[src/rtl/swd_pkg.sv]
package swd_pkg;

  localparam int KIND_W      = 3;
  localparam int DATA_W      = 32;
  localparam int COUNT_W     = 6;
  localparam int HALF_W      = 16;
  localparam int S_TDATA_W   = 40;
  localparam int M_TDATA_W   = 40;

  localparam int MAX_BITS_DEF      = 32;
  localparam int DIVIDER_WIDTH_DEF = 16;

  localparam logic [HALF_W-1:0] HALF_PERIOD_RESET = 16'd50;

  localparam logic [KIND_W-1:0] KIND_TICK      = 3'd0;
  localparam logic [KIND_W-1:0] KIND_WRITE_PAR = 3'd1;
  localparam logic [KIND_W-1:0] KIND_WRITE_RAW = 3'd2;
  localparam logic [KIND_W-1:0] KIND_READ_PAR  = 3'd3;
  localparam logic [KIND_W-1:0] KIND_READ_RAW  = 3'd4;
  localparam logic [KIND_W-1:0] KIND_RELEASE   = 3'd5;

  function automatic logic is_write(input logic [KIND_W-1:0] k);
    return (k == KIND_WRITE_PAR) || (k == KIND_WRITE_RAW);
  endfunction

  function automatic logic is_read(input logic [KIND_W-1:0] k);
    return (k == KIND_READ_PAR) || (k == KIND_READ_RAW);
  endfunction

  function automatic logic has_parity(input logic [KIND_W-1:0] k);
    return (k == KIND_WRITE_PAR) || (k == KIND_READ_PAR);
  endfunction

endpackage

[src/rtl/swd_line_engine.sv]
// Each result is registered in a two-entry output stage (output, then skid entry), which
// keeps s_axis_tready high while one result waits. Throughput: one request per cycle while
// the skid entry is empty; the divider steps per tick request, the bit sequencer per wrap.
// Reset: synchronous rst clears the sequencer to idle with the line floating, clock and data
// low, read data zero, parity status one, and loads half_period with 50.
module swd_line_engine #(
  parameter int MAX_BITS      = swd_pkg::MAX_BITS_DEF,
  parameter int DIVIDER_WIDTH = swd_pkg::DIVIDER_WIDTH_DEF
) (
  input  logic                           clk,
  input  logic                           rst,
  input  logic                           cfg_wr_en,
  input  logic [swd_pkg::HALF_W-1:0]     cfg_wr_data,
  input  logic                           s_axis_tvalid,
  output logic                           s_axis_tready,
  // data[31:0], bit_count[37:32], line_in[38], zero[39]
  input  logic [swd_pkg::S_TDATA_W-1:0]  s_axis_tdata,
  // kind[2:0]
  input  logic [swd_pkg::KIND_W-1:0]     s_axis_tuser,
  output logic                           m_axis_tvalid,
  input  logic                           m_axis_tready,
  // clock_out[0], data_out[1], drive_enable[2], busy_res[3], done_res[4],
  // read_data[36:5], parity_ok[37], rejected[38], zero[39]
  output logic [swd_pkg::M_TDATA_W-1:0]  m_axis_tdata
);
  import swd_pkg::*;

  localparam int BIT_W = $clog2(MAX_BITS + 1);
  localparam int IDX_W = (MAX_BITS > 1) ? $clog2(MAX_BITS) : 1;
  localparam int DW    = DIVIDER_WIDTH;

  typedef enum logic [2:0] {
    PH_IDLE, PH_TURN_LO, PH_TURN_HI, PH_BIT_LO, PH_BIT_HI, PH_PAR_LO, PH_PAR_HI
  } phase_t;

  logic [HALF_W-1:0]   half_period;
  logic                drive_state,        drive_state_next;
  phase_t              phase,              phase_next;
  logic [KIND_W-1:0]   command_kind,       command_kind_next;
  logic [MAX_BITS-1:0] shift_word,         shift_word_next;
  logic [BIT_W-1:0]    bit_index,          bit_index_next;
  logic [BIT_W-1:0]    bits_wanted,        bits_wanted_next;
  logic [DW-1:0]       divider_count,      divider_count_next;
  logic                parity_acc,         parity_acc_next;
  logic                clock_level,        clock_level_next;
  logic                data_level,         data_level_next;
  logic [MAX_BITS-1:0] last_read,          last_read_next;
  logic                last_parity_ok,     last_parity_ok_next;

  logic                out_valid;
  logic [M_TDATA_W-1:0] out_data;
  logic                skid_valid;
  logic [M_TDATA_W-1:0] skid_data;

  logic [DATA_W-1:0]   in_data;
  logic [COUNT_W-1:0]  in_count;
  logic                in_line;
  logic [DW-1:0]       hp_eff;
  logic                s_fire, m_fire;
  logic                step, fin, res_done, res_rej, res_busy, res_drive;
  logic [M_TDATA_W-1:0] res_data;

  assign in_data  = s_axis_tdata[DATA_W-1:0];
  assign in_count = s_axis_tdata[DATA_W+COUNT_W-1:DATA_W];
  assign in_line  = s_axis_tdata[DATA_W+COUNT_W];

  assign hp_eff = (DW'(half_period) == '0) ? DW'(1) : DW'(half_period);

  assign s_axis_tready = !skid_valid;
  assign s_fire        = s_axis_tvalid && s_axis_tready;
  assign m_axis_tvalid = out_valid;
  assign m_axis_tdata  = out_data;
  assign m_fire        = out_valid && m_axis_tready;

  always_comb begin
    drive_state_next    = drive_state;
    phase_next          = phase;
    command_kind_next   = command_kind;
    shift_word_next     = shift_word;
    bit_index_next      = bit_index;
    bits_wanted_next    = bits_wanted;
    divider_count_next  = divider_count;
    parity_acc_next     = parity_acc;
    clock_level_next    = clock_level;
    data_level_next     = data_level;
    last_read_next      = last_read;
    last_parity_ok_next = last_parity_ok;
    step    = 1'b0;
    fin     = 1'b0;
    res_rej = 1'b0;

    case (s_axis_tuser)
      KIND_TICK: begin
        if (phase != PH_IDLE) begin
          if (({1'b0, divider_count} + (DW + 1)'(1)) >= {1'b0, hp_eff}) begin
            divider_count_next = '0;
            case (phase)
              PH_TURN_LO: begin
                clock_level_next = 1'b1;
                phase_next       = PH_TURN_HI;
              end
              PH_TURN_HI: begin
                clock_level_next = 1'b0;
                step             = 1'b1;
              end
              PH_BIT_LO: begin
                if (is_read(command_kind)) begin
                  shift_word_next[bit_index[IDX_W-1:0]] =
                    shift_word[bit_index[IDX_W-1:0]] | in_line;
                  parity_acc_next = parity_acc ^ in_line;
                end
                clock_level_next = 1'b1;
                phase_next       = PH_BIT_HI;
              end
              PH_BIT_HI: begin
                clock_level_next = 1'b0;
                bit_index_next   = bit_index + BIT_W'(1);
                step             = 1'b1;
              end
              PH_PAR_LO: begin
                if (is_read(command_kind)) begin
                  parity_acc_next = parity_acc ^ in_line;
                end
                clock_level_next = 1'b1;
                phase_next       = PH_PAR_HI;
              end
              PH_PAR_HI: begin
                clock_level_next = 1'b0;
                fin              = 1'b1;
              end
              default: begin
                phase_next = PH_IDLE;
              end
            endcase
          end else begin
            divider_count_next = divider_count + DW'(1);
          end
        end
      end
      KIND_WRITE_PAR, KIND_WRITE_RAW, KIND_READ_PAR, KIND_READ_RAW, KIND_RELEASE: begin
        if (phase != PH_IDLE) begin
          res_rej = 1'b1;
        end else begin
          command_kind_next = s_axis_tuser;
          if (s_axis_tuser == KIND_RELEASE) begin
            bits_wanted_next = '0;
          end else if (32'(in_count) > 32'(MAX_BITS)) begin
            bits_wanted_next = BIT_W'(MAX_BITS);
          end else begin
            bits_wanted_next = BIT_W'(in_count);
          end
          shift_word_next    = is_write(s_axis_tuser) ? MAX_BITS'(in_data) : '0;
          bit_index_next     = '0;
          parity_acc_next    = 1'b0;
          divider_count_next = '0;
          if (drive_state != is_write(s_axis_tuser)) begin
            drive_state_next = is_write(s_axis_tuser);
            phase_next       = PH_TURN_LO;
          end else begin
            step = 1'b1;
          end
        end
      end
      default: begin
      end
    endcase

    if (step) begin
      if (bit_index_next < bits_wanted_next) begin
        phase_next = PH_BIT_LO;
        if (is_write(command_kind_next)) begin
          data_level_next = shift_word_next[bit_index_next[IDX_W-1:0]];
          parity_acc_next = parity_acc_next ^ shift_word_next[bit_index_next[IDX_W-1:0]];
        end
      end else if (has_parity(command_kind_next)) begin
        phase_next = PH_PAR_LO;
        if (is_write(command_kind_next)) begin
          data_level_next = parity_acc_next;
        end
      end else begin
        fin = 1'b1;
      end
    end

    if (fin) begin
      if (is_read(command_kind_next)) begin
        last_read_next      = shift_word_next;
        last_parity_ok_next = has_parity(command_kind_next) ? !parity_acc_next : 1'b1;
      end
      phase_next = PH_IDLE;
    end
  end

  assign res_done  = fin;
  assign res_busy  = (phase_next != PH_IDLE);
  assign res_drive = drive_state_next && (phase_next != PH_TURN_LO)
                     && (phase_next != PH_TURN_HI);
  assign res_data  = {1'b0, res_rej, last_parity_ok_next, 32'(last_read_next),
                      res_done, res_busy, res_drive, data_level_next, clock_level_next};

  always_ff @(posedge clk) begin
    if (rst) begin
      half_period    <= HALF_PERIOD_RESET;
      drive_state    <= 1'b0;
      phase          <= PH_IDLE;
      command_kind   <= KIND_TICK;
      shift_word     <= '0;
      bit_index      <= '0;
      bits_wanted    <= '0;
      divider_count  <= '0;
      parity_acc     <= 1'b0;
      clock_level    <= 1'b0;
      data_level     <= 1'b0;
      last_read      <= '0;
      last_parity_ok <= 1'b1;
      out_valid      <= 1'b0;
      skid_valid     <= 1'b0;
    end else begin
      if (cfg_wr_en) begin
        half_period <= cfg_wr_data;
      end
      if (s_fire) begin
        drive_state    <= drive_state_next;
        phase          <= phase_next;
        command_kind   <= command_kind_next;
        shift_word     <= shift_word_next;
        bit_index      <= bit_index_next;
        bits_wanted    <= bits_wanted_next;
        divider_count  <= divider_count_next;
        parity_acc     <= parity_acc_next;
        clock_level    <= clock_level_next;
        data_level     <= data_level_next;
        last_read      <= last_read_next;
        last_parity_ok <= last_parity_ok_next;
      end
      if (skid_valid) begin
        if (m_fire) begin
          out_data   <= skid_data;
          skid_valid <= 1'b0;
        end
      end else if (s_fire) begin
        if (!out_valid || m_fire) begin
          out_data  <= res_data;
          out_valid <= 1'b1;
        end else begin
          skid_data  <= res_data;
          skid_valid <= 1'b1;
        end
      end else if (m_fire) begin
        out_valid <= 1'b0;
      end
    end
  end

`ifndef SYNTHESIS
  a_skid_behind_out: assert property (@(posedge clk) disable iff (rst)
    skid_valid |-> out_valid)
    else $error("skid entry held without an output entry");

  a_reject_only_busy: assert property (@(posedge clk) disable iff (rst)
    (s_fire && res_rej) |-> (phase != PH_IDLE) && res_busy)
    else $error("request rejected while idle");

  a_done_ends_busy: assert property (@(posedge clk) disable iff (rst)
    (s_fire && res_done) |=> (phase == PH_IDLE))
    else $error("sequencer still running after done");

  a_turn_floats: assert property (@(posedge clk) disable iff (rst)
    (s_fire && ((phase_next == PH_TURN_LO) || (phase_next == PH_TURN_HI))) |-> !res_drive)
    else $error("line driven during turnaround");
`endif

endmodule
[config.mk]
export PLATFORM = sky130hd
export DESIGN_NAME = swd_line_engine
export DESIGN_NICKNAME = d
export VERILOG_FILES = /design/src/rtl/swd_pkg.sv /design/src/rtl/swd_line_engine.sv
export SDC_FILE = /design/constraint.sdc
export NUM_CORES = 1
export LEC_CHECK = 0
export ABC_CLOCK_PERIOD_IN_PS = 5930
export BUFFER_PORTS_ARGS = -buffer_cell sky130_fd_sc_hd__buf_2
export CORE_ASPECT_RATIO = 0.8
export CORE_MARGIN = 2
export CORE_UTILIZATION = 54
export DETAILED_ROUTE_END_ITERATION = 10
export GPL_ROUTABILITY_DRIVEN = 0
export MAX_ROUTING_LAYER = met4
export PLACE_DENSITY = 0.73
export RECOVER_POWER = 50
export SETUP_SLACK_MARGIN = 0.5
export SLEW_MARGIN = 20
export SYNTH_ARGS = -nofsm -noshare
export SYNTH_HDL_FRONTEND = slang
export SYNTH_SLANG_ARGS = --single-unit
[constraint.sdc]
create_clock -name clk -period 5.93 [get_ports clk]
set_input_delay 1.186 -clock clk [delete_from_list [all_inputs] [get_ports clk]]
set_output_delay 1.186 -clock clk [all_outputs]
set_load 0.03 [all_outputs]
==> results of run 1 <==
[worst reg2reg max path, cell delays in order (launching register included)]
cell       delay (ns)
dfxtp_4          0.38
ha_4             0.17
nand3_4          0.11
buf_4            0.16
or4_4            0.53
xnor2_1          0.15
ha_1             0.31
a21o_1           0.17
a21oi_1          0.16
o21a_1           0.22
o211a_4          0.24
buf_4            0.13
buf_4            0.09
buf_4            0.18
nor3_1           0.07
a22oi_1          0.26
inv_2            0.12
ha_1             0.31
nand3b_1         0.12
o21ai_2          0.28
a32o_2           0.18
o211ai_1         0.18
buf_4            0.22
buf_12           0.13
nor2_4           0.20
clkbuf_16        0.23
nor2_1           0.04
a211oi_1         0.22
[area by class of cell]
cell class / count / area (µm²) / area share, %
multi-input combinational: 919 / 6200 / 46.1
inverter: 32 / 120 / 0.892
timing repair buffer: 206 / 1400 / 10.4
clock buffer: 17 / 425 / 3.16
tap: 264 / 330 / 2.45
clock inverter: 15 / 203 / 1.51
sequential: 199 / 4790 / 35.6
[what timing repair did]
action,in CTS,in global routing
setup endpoints to repair,103,105
pin swaps,20,48
gates cloned,1,4
buffers inserted,16,23
resized for setup,23,108
[synth_stat cells, types with 4 or more instances]
| master | n |
|---|---|
| o31ai_1 | 8 |
| clkbuf_1 | 60 |
| nand2_1 | 164 |
| a31oi_1 | 13 |
| nand4_1 | 10 |
| a32o_1 | 4 |
| nand2b_1 | 7 |
| inv_1 | 31 |
| nor2b_1 | 8 |
| xor2_1 | 7 |
| nor2_1 | 183 |
| a21o_1 | 6 |
| and3_1 | 16 |
| a22oi_1 | 8 |
| a221oi_1 | 11 |
| ha_1 | 31 |
| edfxtp_1 | 78 |
| o311a_1 | 5 |
| a22o_1 | 10 |
| nor4_1 | 10 |
| o21a_1 | 5 |
| buf_1 | 4 |
| mux2_2 | 33 |
| or3_1 | 8 |
| a211oi_1 | 57 |
| dfxtp_1 | 121 |
| nand3_1 | 31 |
| xnor2_1 | 10 |
| a21oi_1 | 62 |
| nand3b_1 | 8 |
| o21ai_0 | 59 |
| mux4_2 | 6 |
| o211ai_1 | 12 |
| nor3_1 | 39 |
| buf_2 | 20 |
| and2_1 | 4 |
| mux2i_1 | 25 |
[stage by stage]
stage / hold WS, ns / total power [mW]
floorplan: 0.437 / 2.18
global placement: 0.451 / 2.46
detailed placement: 0.464 / 2.48
CTS: 0.481 / 3.71
global route: 0.501 / 3.98
finish: 0.489 / 3.86
[worst max-delay path by stage]
stage                     start          endpoint  slack, ns  depth (start not counted)
2_1_floorplan  divider_count[2]  m_axis_tdata[25]       0.44                         26
3_3_place_gp   divider_count[4]  m_axis_tdata[10]       0.37                         26
3_5_place_dp   divider_count[0]  m_axis_tdata[22]       0.19                         27
4_1_cts        divider_count[0]  m_axis_tdata[31]       0.49                         29
5_1_grt        divider_count[1]     last_read[25]       0.02                         28
6_report       divider_count[1]     last_read[25]       0.25                         27
[power by group]
part | switching, mW | internal, mW | total [mW]
Combinational | 0.648 | 0.402 | 1.05
Clock | 0.643 | 0.586 | 1.23
Sequential | 0.0661 | 1.51 | 1.58
[state kept, by name (all words and copies together), names as in the netlist]
signal / flops
skid_valid: 1
command_kind: 3
last_parity_ok: 1
phase: 3
data_level: 1
m_axis_tvalid: 1
parity_acc: 1
shift_word: 32
half_period: 16
divider_count: 16
clock_level: 1
m_axis_tdata: 39
bit_index: 6
bits_wanted: 6
last_read: 32
drive_state: 1
skid_data: 39
[cell families (layout without fill, tap and decap cells)]
kind of cell | Yosys count | count (layout) | synth area share (%)
flops | 199 | 199 | 43.8
buf+inv | 119 | 270 | 4.47
compound gates | 300 | 300 | 18.9
fa+ha+maj | 31 | 31 | 3.57
xor+xnor | 18 | 18 | 1.52
mux | 65 | 65 | 7.06
other cells | 1 | 1 | 0.0345
simple gates | 504 | 504 | 20.6
[layer usage]
layer / vias to the layer above / track usage (%) / routed length, µm
met2: 648 / 41.7 / 14000
met4: 0 / 7.39 / 709
met1: 4936 / 46.1 / 14800
met5: - / - / 0
met3: 97 / 8.93 / 4430
li1: 4790 / - / -
==> results by stage, run 1 <==
CTS:
- For this design, the sink count on the clock tree is a little under 200.
- Clock latency on the worst-skew pair, taken at its later pin, is approximately 0.46 ns.
- The total clock buffers created by CTS is 17.
- Counting along the longest clock path gives a buffer depth of 2.
- TritonCTS built the clock tree.
- After clock tree synthesis, the flow added hold-fix buffers numbering 0.
- Clock-pin slew was measured on the worst setup and hold paths at around 0.09 ns.
- The buffer cell driving the clock tree root is clkbuf_16.
- The number of levels in the clock H-tree is 4.

Cells and area:
- The library cell used most frequently in the layout, excluding fill and tap cells, is nor2_1.
- For this run, the number of standard cells in the final layout without fillers is 1652.
- The layout overhead on the synthesized area is 23.8%.
- The number of antenna diodes is 0.
- The final core utilization is about two thirds.
- The post-layout instance area is about 13000 µm².
- The total number of nets in the final design is about 1500.
- The share of cells above drive strength 1 is around a quarter.
- The layout has around 1500 filler cells.
- In the layout the commonest cells are nor2_1, nand2_1, dfxtp_1.

Synthesis:
- The fraction of the yosys area taken by sequential cells is ~44%.
- The top cell type by area accounts for between 20 and 25% of the synthesized area.
- Synthesis produced a netlist whose cell count is 1237.
- The cell area after synthesis is around 11000 µm².
- Dividing the synthesized area by the synthesized cell count gives around 8.8 µm².
- The number of warnings reported in the yosys synthesis log is 0.
- The number of different library cells used by synthesis comes to around 80.
- The proportion of synthesized flip-flops having asynchronous set or reset is 0%.
- In the post-synthesis netlist, the biggest area contributors are dfxtp_1, edfxtp_1, nor2_1, nand2_1, a211oi_1.
- In this run, synthesis inferred roughly 80 flip-flops with an integrated enable.
- Summed over all instances, the cell type with the most area after synthesis is dfxtp_1.
- The synthesized netlist net count is roughly 1300.
- The register bit count reported by yosys is about 200.
- The most instantiated flip-flop cell in the synthesis netlist is dfxtp_1.

STA:
- The clock period minus final worst setup slack is roughly 5.7 ns.
- The max-slew headroom at the worst pin is -47.8%.
- The final max-slew violation count is 230.
- The total negative setup slack is 0 ns.
- The actual transition at the worst max-transition pin is roughly 2.2 ns.
- The maximum achievable frequency is 176 MHz.
- The period utilization is between 90% and 100%.
- The count of final hold-check violations is 0.
- The maximum clock skew at final layout is roughly 0.012 ns.
- The final critical-path setup slack is 0.254 ns.
- Setup violations remaining at the end of the flow were counted as 0.
- Setup repair after global routing could not meet its margin everywhere.

Global route:
- The via count of the first global-routing pass is 9005.
- Entering global routing, the biggest net connects 81 pins.
- The number of antenna violations at the first check in global routing was 0.
- The total global routing track utilization is between 30% and 40%.
- The first-pass GRT wire length is approximately 50 mm.
- Global routing finished with a remaining overflow of 0.

Min path:
- In this run the most critical hold path is launched from bits_wanted[0].
- The tightest min-delay check is of the reg2reg type.
- The worst hold path terminates at bits_wanted[0].
- Counting instances, the worst hold path has a depth of 2.

Floorplanning:
- The horizontal extent of the die is 163 µm.
- The die covers roughly 21000 µm².
- The placement row count is between 40 and 50.
- The core footprint is 19800 µm².
- The die outline height is ~130 µm.
- The initial utilization of the core area, before any placement, comes to 54.9%.
- The top-level I/O count is ~110.

Route:
- The initial DRC count is ~1500.
- Before antenna repair, the detailed router went through 7 iterations.
- The routed length per placed instance is 20.5 µm.
- The detail route stage leaves a number of antenna-violating nets equal to 0.
- The routed via count is between 10000 and 15000.
- Summed over all layers, the routed wires come to ~34 mm.
- Dividing the detail-routed via count by the number of cells gives approximately 6.3.
- For this run, design rule violations remaining after detail routing come to 0.

Critical path:
- The launching element type of the critical path is a register.
- The setup slack of the most critical reg-to-reg path is between 0.2 and 0.3 ns.
- The reg-to-reg endpoint is last_read[25].
- The critical path required time is around 6.3 ns.
- The startpoint of the worst register-to-register path is divider_count[1].
- The cell family contributing the most delay on the critical path is compound AO/OA/AOI/OAI gates.
- On the critical path, the stage with the largest delay is an instance of or4_4.
- The maximum fanout along the worst path is 11.
- By instance count, the cell type seen most on the critical path is buf_4.
- On the worst path, the slowest cell contributes a delay of around 0.53 ns.
- The category of the worst setup path capture point is a register.
- Counting both buffers and inverters, the worst setup path holds a total of 8.
- The critical path class is reg2reg.
- Counting cells, the worst reg-to-reg path comes to 27.
- For the worst setup path, the data arrival time is around 6 ns.

Pwr:
- For this design the static power due to leakage is 5.17 nW.
- In this run the power density over the cells is approximately 290 nW/µm².
- The worst ir drop on vdd is between 0.00015 and 0.0002 V.

Placed design:
- The number of placed instances, taps included is 1576.
- The detailed placer's ending HPWL is roughly 22 mm.
- The post-placement cell area is roughly 12000 µm².
- At the placement stage, the worst setup path has a slack of 0.194 ns.
- The count of port buffers added during placement is approximately 100.

Job:
- The number of maximum-capacitance constraint violations is 5.

Status:
- The run finished, with violations left.
- The checks that failed: max-capacitance violations, max-slew violations.
(Power assumes the default switching activity.)
==> run 2: changes to the inputs <==
--- a/config.mk
+++ b/config.mk
@@ -11,3 +11,3 @@
 export CORE_MARGIN = 2
-export CORE_UTILIZATION = 54
+export CORE_UTILIZATION = 40
 export DETAILED_ROUTE_END_ITERATION = 10
@@ -15,3 +15,3 @@
 export MAX_ROUTING_LAYER = met4
-export PLACE_DENSITY = 0.73
+export PLACE_DENSITY = 0.56
 export RECOVER_POWER = 50
==> constraint.sdc (replaced) <==
create_clock -name clk -period 5.93 [get_ports clk]
set_input_delay 0 -clock clk [delete_from_list [all_inputs] [get_ports clk]]
set_output_delay 0 -clock clk [all_outputs]
set_load 0.03 [all_outputs]
==> results by stage, run 2 (synthesis results as in run 1) <==
Pwr:
- The overall power consumption was 3.82 mW (-0.92%).
- The total power per unit cell area is 279 nW/µm² (-2.7%).
- The leakage power summed over all cells is 5.17 nW (about the same).
- The worst ir drop on vdd is 0.000218 V (+19%).

Route:
- The routed length per placed instance is 20.0 µm (-2.7%).
- The sum of routed wire length over all layers came to 35.3 mm (+4.2%).
- The initial DRC count is 1093 (-29%).
- The remaining routing DRC violations is 0 (unchanged).
- The top metal layer carrying routed signals is met4.
- The routed via count is 10100 (-3.8%).
- The wire length the detailed router placed on met1 came to 16.7 mm (+13%).
- The met2 wire length came to 15.1 mm (+8.4%).
- The residual antenna-violating net count after detailed routing is 0 (unchanged).
- The via density per instance is 5.69 (-10%).
- The total length of routed met3 wires was 2.97 mm (-33%).
- The detailed-routing iteration count for the pre-antenna-repair pass came to 6 (-1).

Placed design:
- The number of placed instances, taps included is 1662 (+5.5%).
- The count of port buffers added during placement was 103 (unchanged).
- The detailed placer's ending HPWL is 23.5 mm (+5.2%).

Cells and area:
- Relative to the synthesized area, the layout overhead comes to 26.0%.
- The number of inserted filler cells in the final layout is 2519 (+65%).
- The final standard cell count with taps included and fillers excluded came to 1770 (+7.1%).
- The total number of nets in the final design is 1492 (+1.5%).
- The library cell used most frequently in the layout, excluding fill and tap cells, is nor2_1.
- The library cells used most frequently in the layout, excluding fill and tap cells, are nor2_1, nand2_1, dfxtp_1.
- The multi-input logic area came to 6090 µm² (-1.8%).
- The area occupied by registers is 4790 µm² (unchanged).
- The share of cells above drive strength 1 is 22.6% (-1.5 points).

Min path:
- The hold path startpoint is s_axis_tdata[16].
- The path class of the tightest hold or removal check is in2reg.

STA:
- The final max-slew violation count was 217 (-5.7%).
- The maximum clock skew at final layout came to 0.0162 ns (+0.00394 ns).
- The setup violation total in the final timing report came to 0 (unchanged).
- Setup repair after global routing could not meet its margin everywhere.
- The max-slew headroom at the worst pin is -140% (-92 points).
- The count of final hold-check violations is 0 (unchanged).
- The clock period minus final worst setup slack is 5.47 ns (-0.206 ns).
- The period utilization is 92.2% (-3.5 points).
- The total negative setup slack came to 0 ns (unchanged).
- The maximum achievable frequency is 183 MHz (+3.8%).
- The actual transition at the worst max-transition pin came to 3.60 ns (+1.38 ns).

Critical path:
- The maximum fanout along the worst path is 7 (-4).
- The worst register-to-register path begins at divider_count[1].
- The worst setup path is captured at a register.
- The critical path is of the reg2reg type.
- The worst setup path is launched from a register.
- The cell with the most instances on the worst path is ha_4.
- The most critical setup path has its startpoint at divider_count[1].
- For this design, the slowest cell found on the critical path is dfxtp_4.
- The worst endpoint data arrival time is 5.63 ns (-0.39 ns).
- The critical path required time is 6.09 ns (-0.18 ns).
- The worst stage delay on the critical path came to 0.37 ns (-0.16 ns).

Floorplanning:
- The core footprint is 26500 µm² (+34%).
- The effective utilization at floorplan is 41.0% (-14 points).
- The horizontal extent of the die is 188 µm (+16%).
- The placement row count is 53 (+15%).
- The top-level I/O count is 106 (unchanged).
- The die outline height is 152 µm (+16%).
- The die area is 28500 µm² (+34%).

Global route:
- The maximum number of pins on one net before global-route repair was 68 (-16%).
- The via count of the first global-routing pass came to 9083 (+0.87%).
- The overflow left after global routing is 0 (unchanged).
- The number of antenna violations at the first check in global routing is 2 (+2).
- The total global routing track utilization is 25.0% (-6.3 points).
- The first-pass GRT wire length is 53.0 mm (+6.7%).

CTS:
- The buffer cell driving the clock tree root is clkbuf_16.
- The number of levels in the clock H-tree was 4 (unchanged).
- The count of clock tree sinks came to 199 (unchanged).
- The maximum clock path buffer count is 2 (unchanged).
- The clock insertion delay at the later pin of the skew report is 0.45 ns (about the same).
- The CTS tree is built.
- The total clock buffers created by CTS is 17 (unchanged).
- The register clock-pin slew on the reported worst setup and hold paths is 0.08 ns (about the same).

Job:
- The number of maximum-capacitance constraint violations is 5 (unchanged).

Status:
- The flow ran to the end, but the final reports show violations.
- The checks that failed: max-capacitance violations, max-slew violations.
==> run 2: stage by stage <==
| stage | setup slack, ns | area, µm² | utilization (%) | hold WS [ns] |
|---|---|---|---|---|
| 3_5_place_dp | 0.167 | 12100 | 45.5 | 0.223 |
| 2_1_floorplan | 0.435 | 11000 | - | 0.101 |
| 3_3_place_gp | 0.225 | 12100 | 45.5 | 0.221 |
| 4_1_cts | 0.519 | 13200 | 49.8 | 0.00110 |
| 6_report | 0.460 | 13700 | 51.7 | 0.0224 |
| 5_1_grt | 0.233 | 13700 | 51.7 | 0.0185 |
==> run 2: worst paths after layout <==
path	to	cells after the start	slack [ns]
max	last_read[5]	28	0.46
min	last_read[16]	3	0.02
max reg2reg	last_read[5]	28	0.46
min reg2reg	bits_wanted[0]	2	0.46
==> run 2: timing repair <==
item / 4_1_cts / 5_1_grt
gates resized for setup: 19 / 68
setup buffers: 12 / 27
hold buffers: 27 / 0
endpoints found under the hold margin: 32 / 0
pin swaps: 13 / 23
gates cloned: 2 / 5
endpoints found under the setup margin: 95 / 106
==> run 2: area by class of cell <==
type | count | share of cell area [%]
Antenna cell | 3 | 0.0547
Multi-Input combinational cell | 919 | 44.4
Timing Repair Buffer | 228 | 11.9
Clock buffer | 18 | 3.13
Tap cell | 357 | 3.26
Sequential cell | 199 | 34.9
Inverter | 32 | 0.903
Clock inverter | 14 | 1.39
==> run 2: worst max-delay path: cells and delay by family (launching register included) <==
kind	cells	cell delay, ns
fa+ha+maj	3	0.70
compound gates	8	1.28
simple gates	11	1.82
buf+inv	5	0.94
flops	1	0.37
xor+xnor	1	0.08
==> run 2: power breakdown <==
| group | leakage (nW) | switching, mW | internal [mW] | total, mW |
|---|---|---|---|---|
| clock network | 0.294 | 0.597 | 0.645 | 1.24 |
| logic | 3.19 | 0.622 | 0.388 | 1.01 |
| registers | 1.69 | 0.0586 | 1.51 | 1.57 |
| total | 5.17 | 1.28 | 2.55 | 3.82 |
==> run 2: routing by layer <==
layer	track usage, %	vias up
met2	35.7	419
met5	-	-
met1	35.0	4782
met3	6.59	42
met4	6.33	0
li1	-	4830
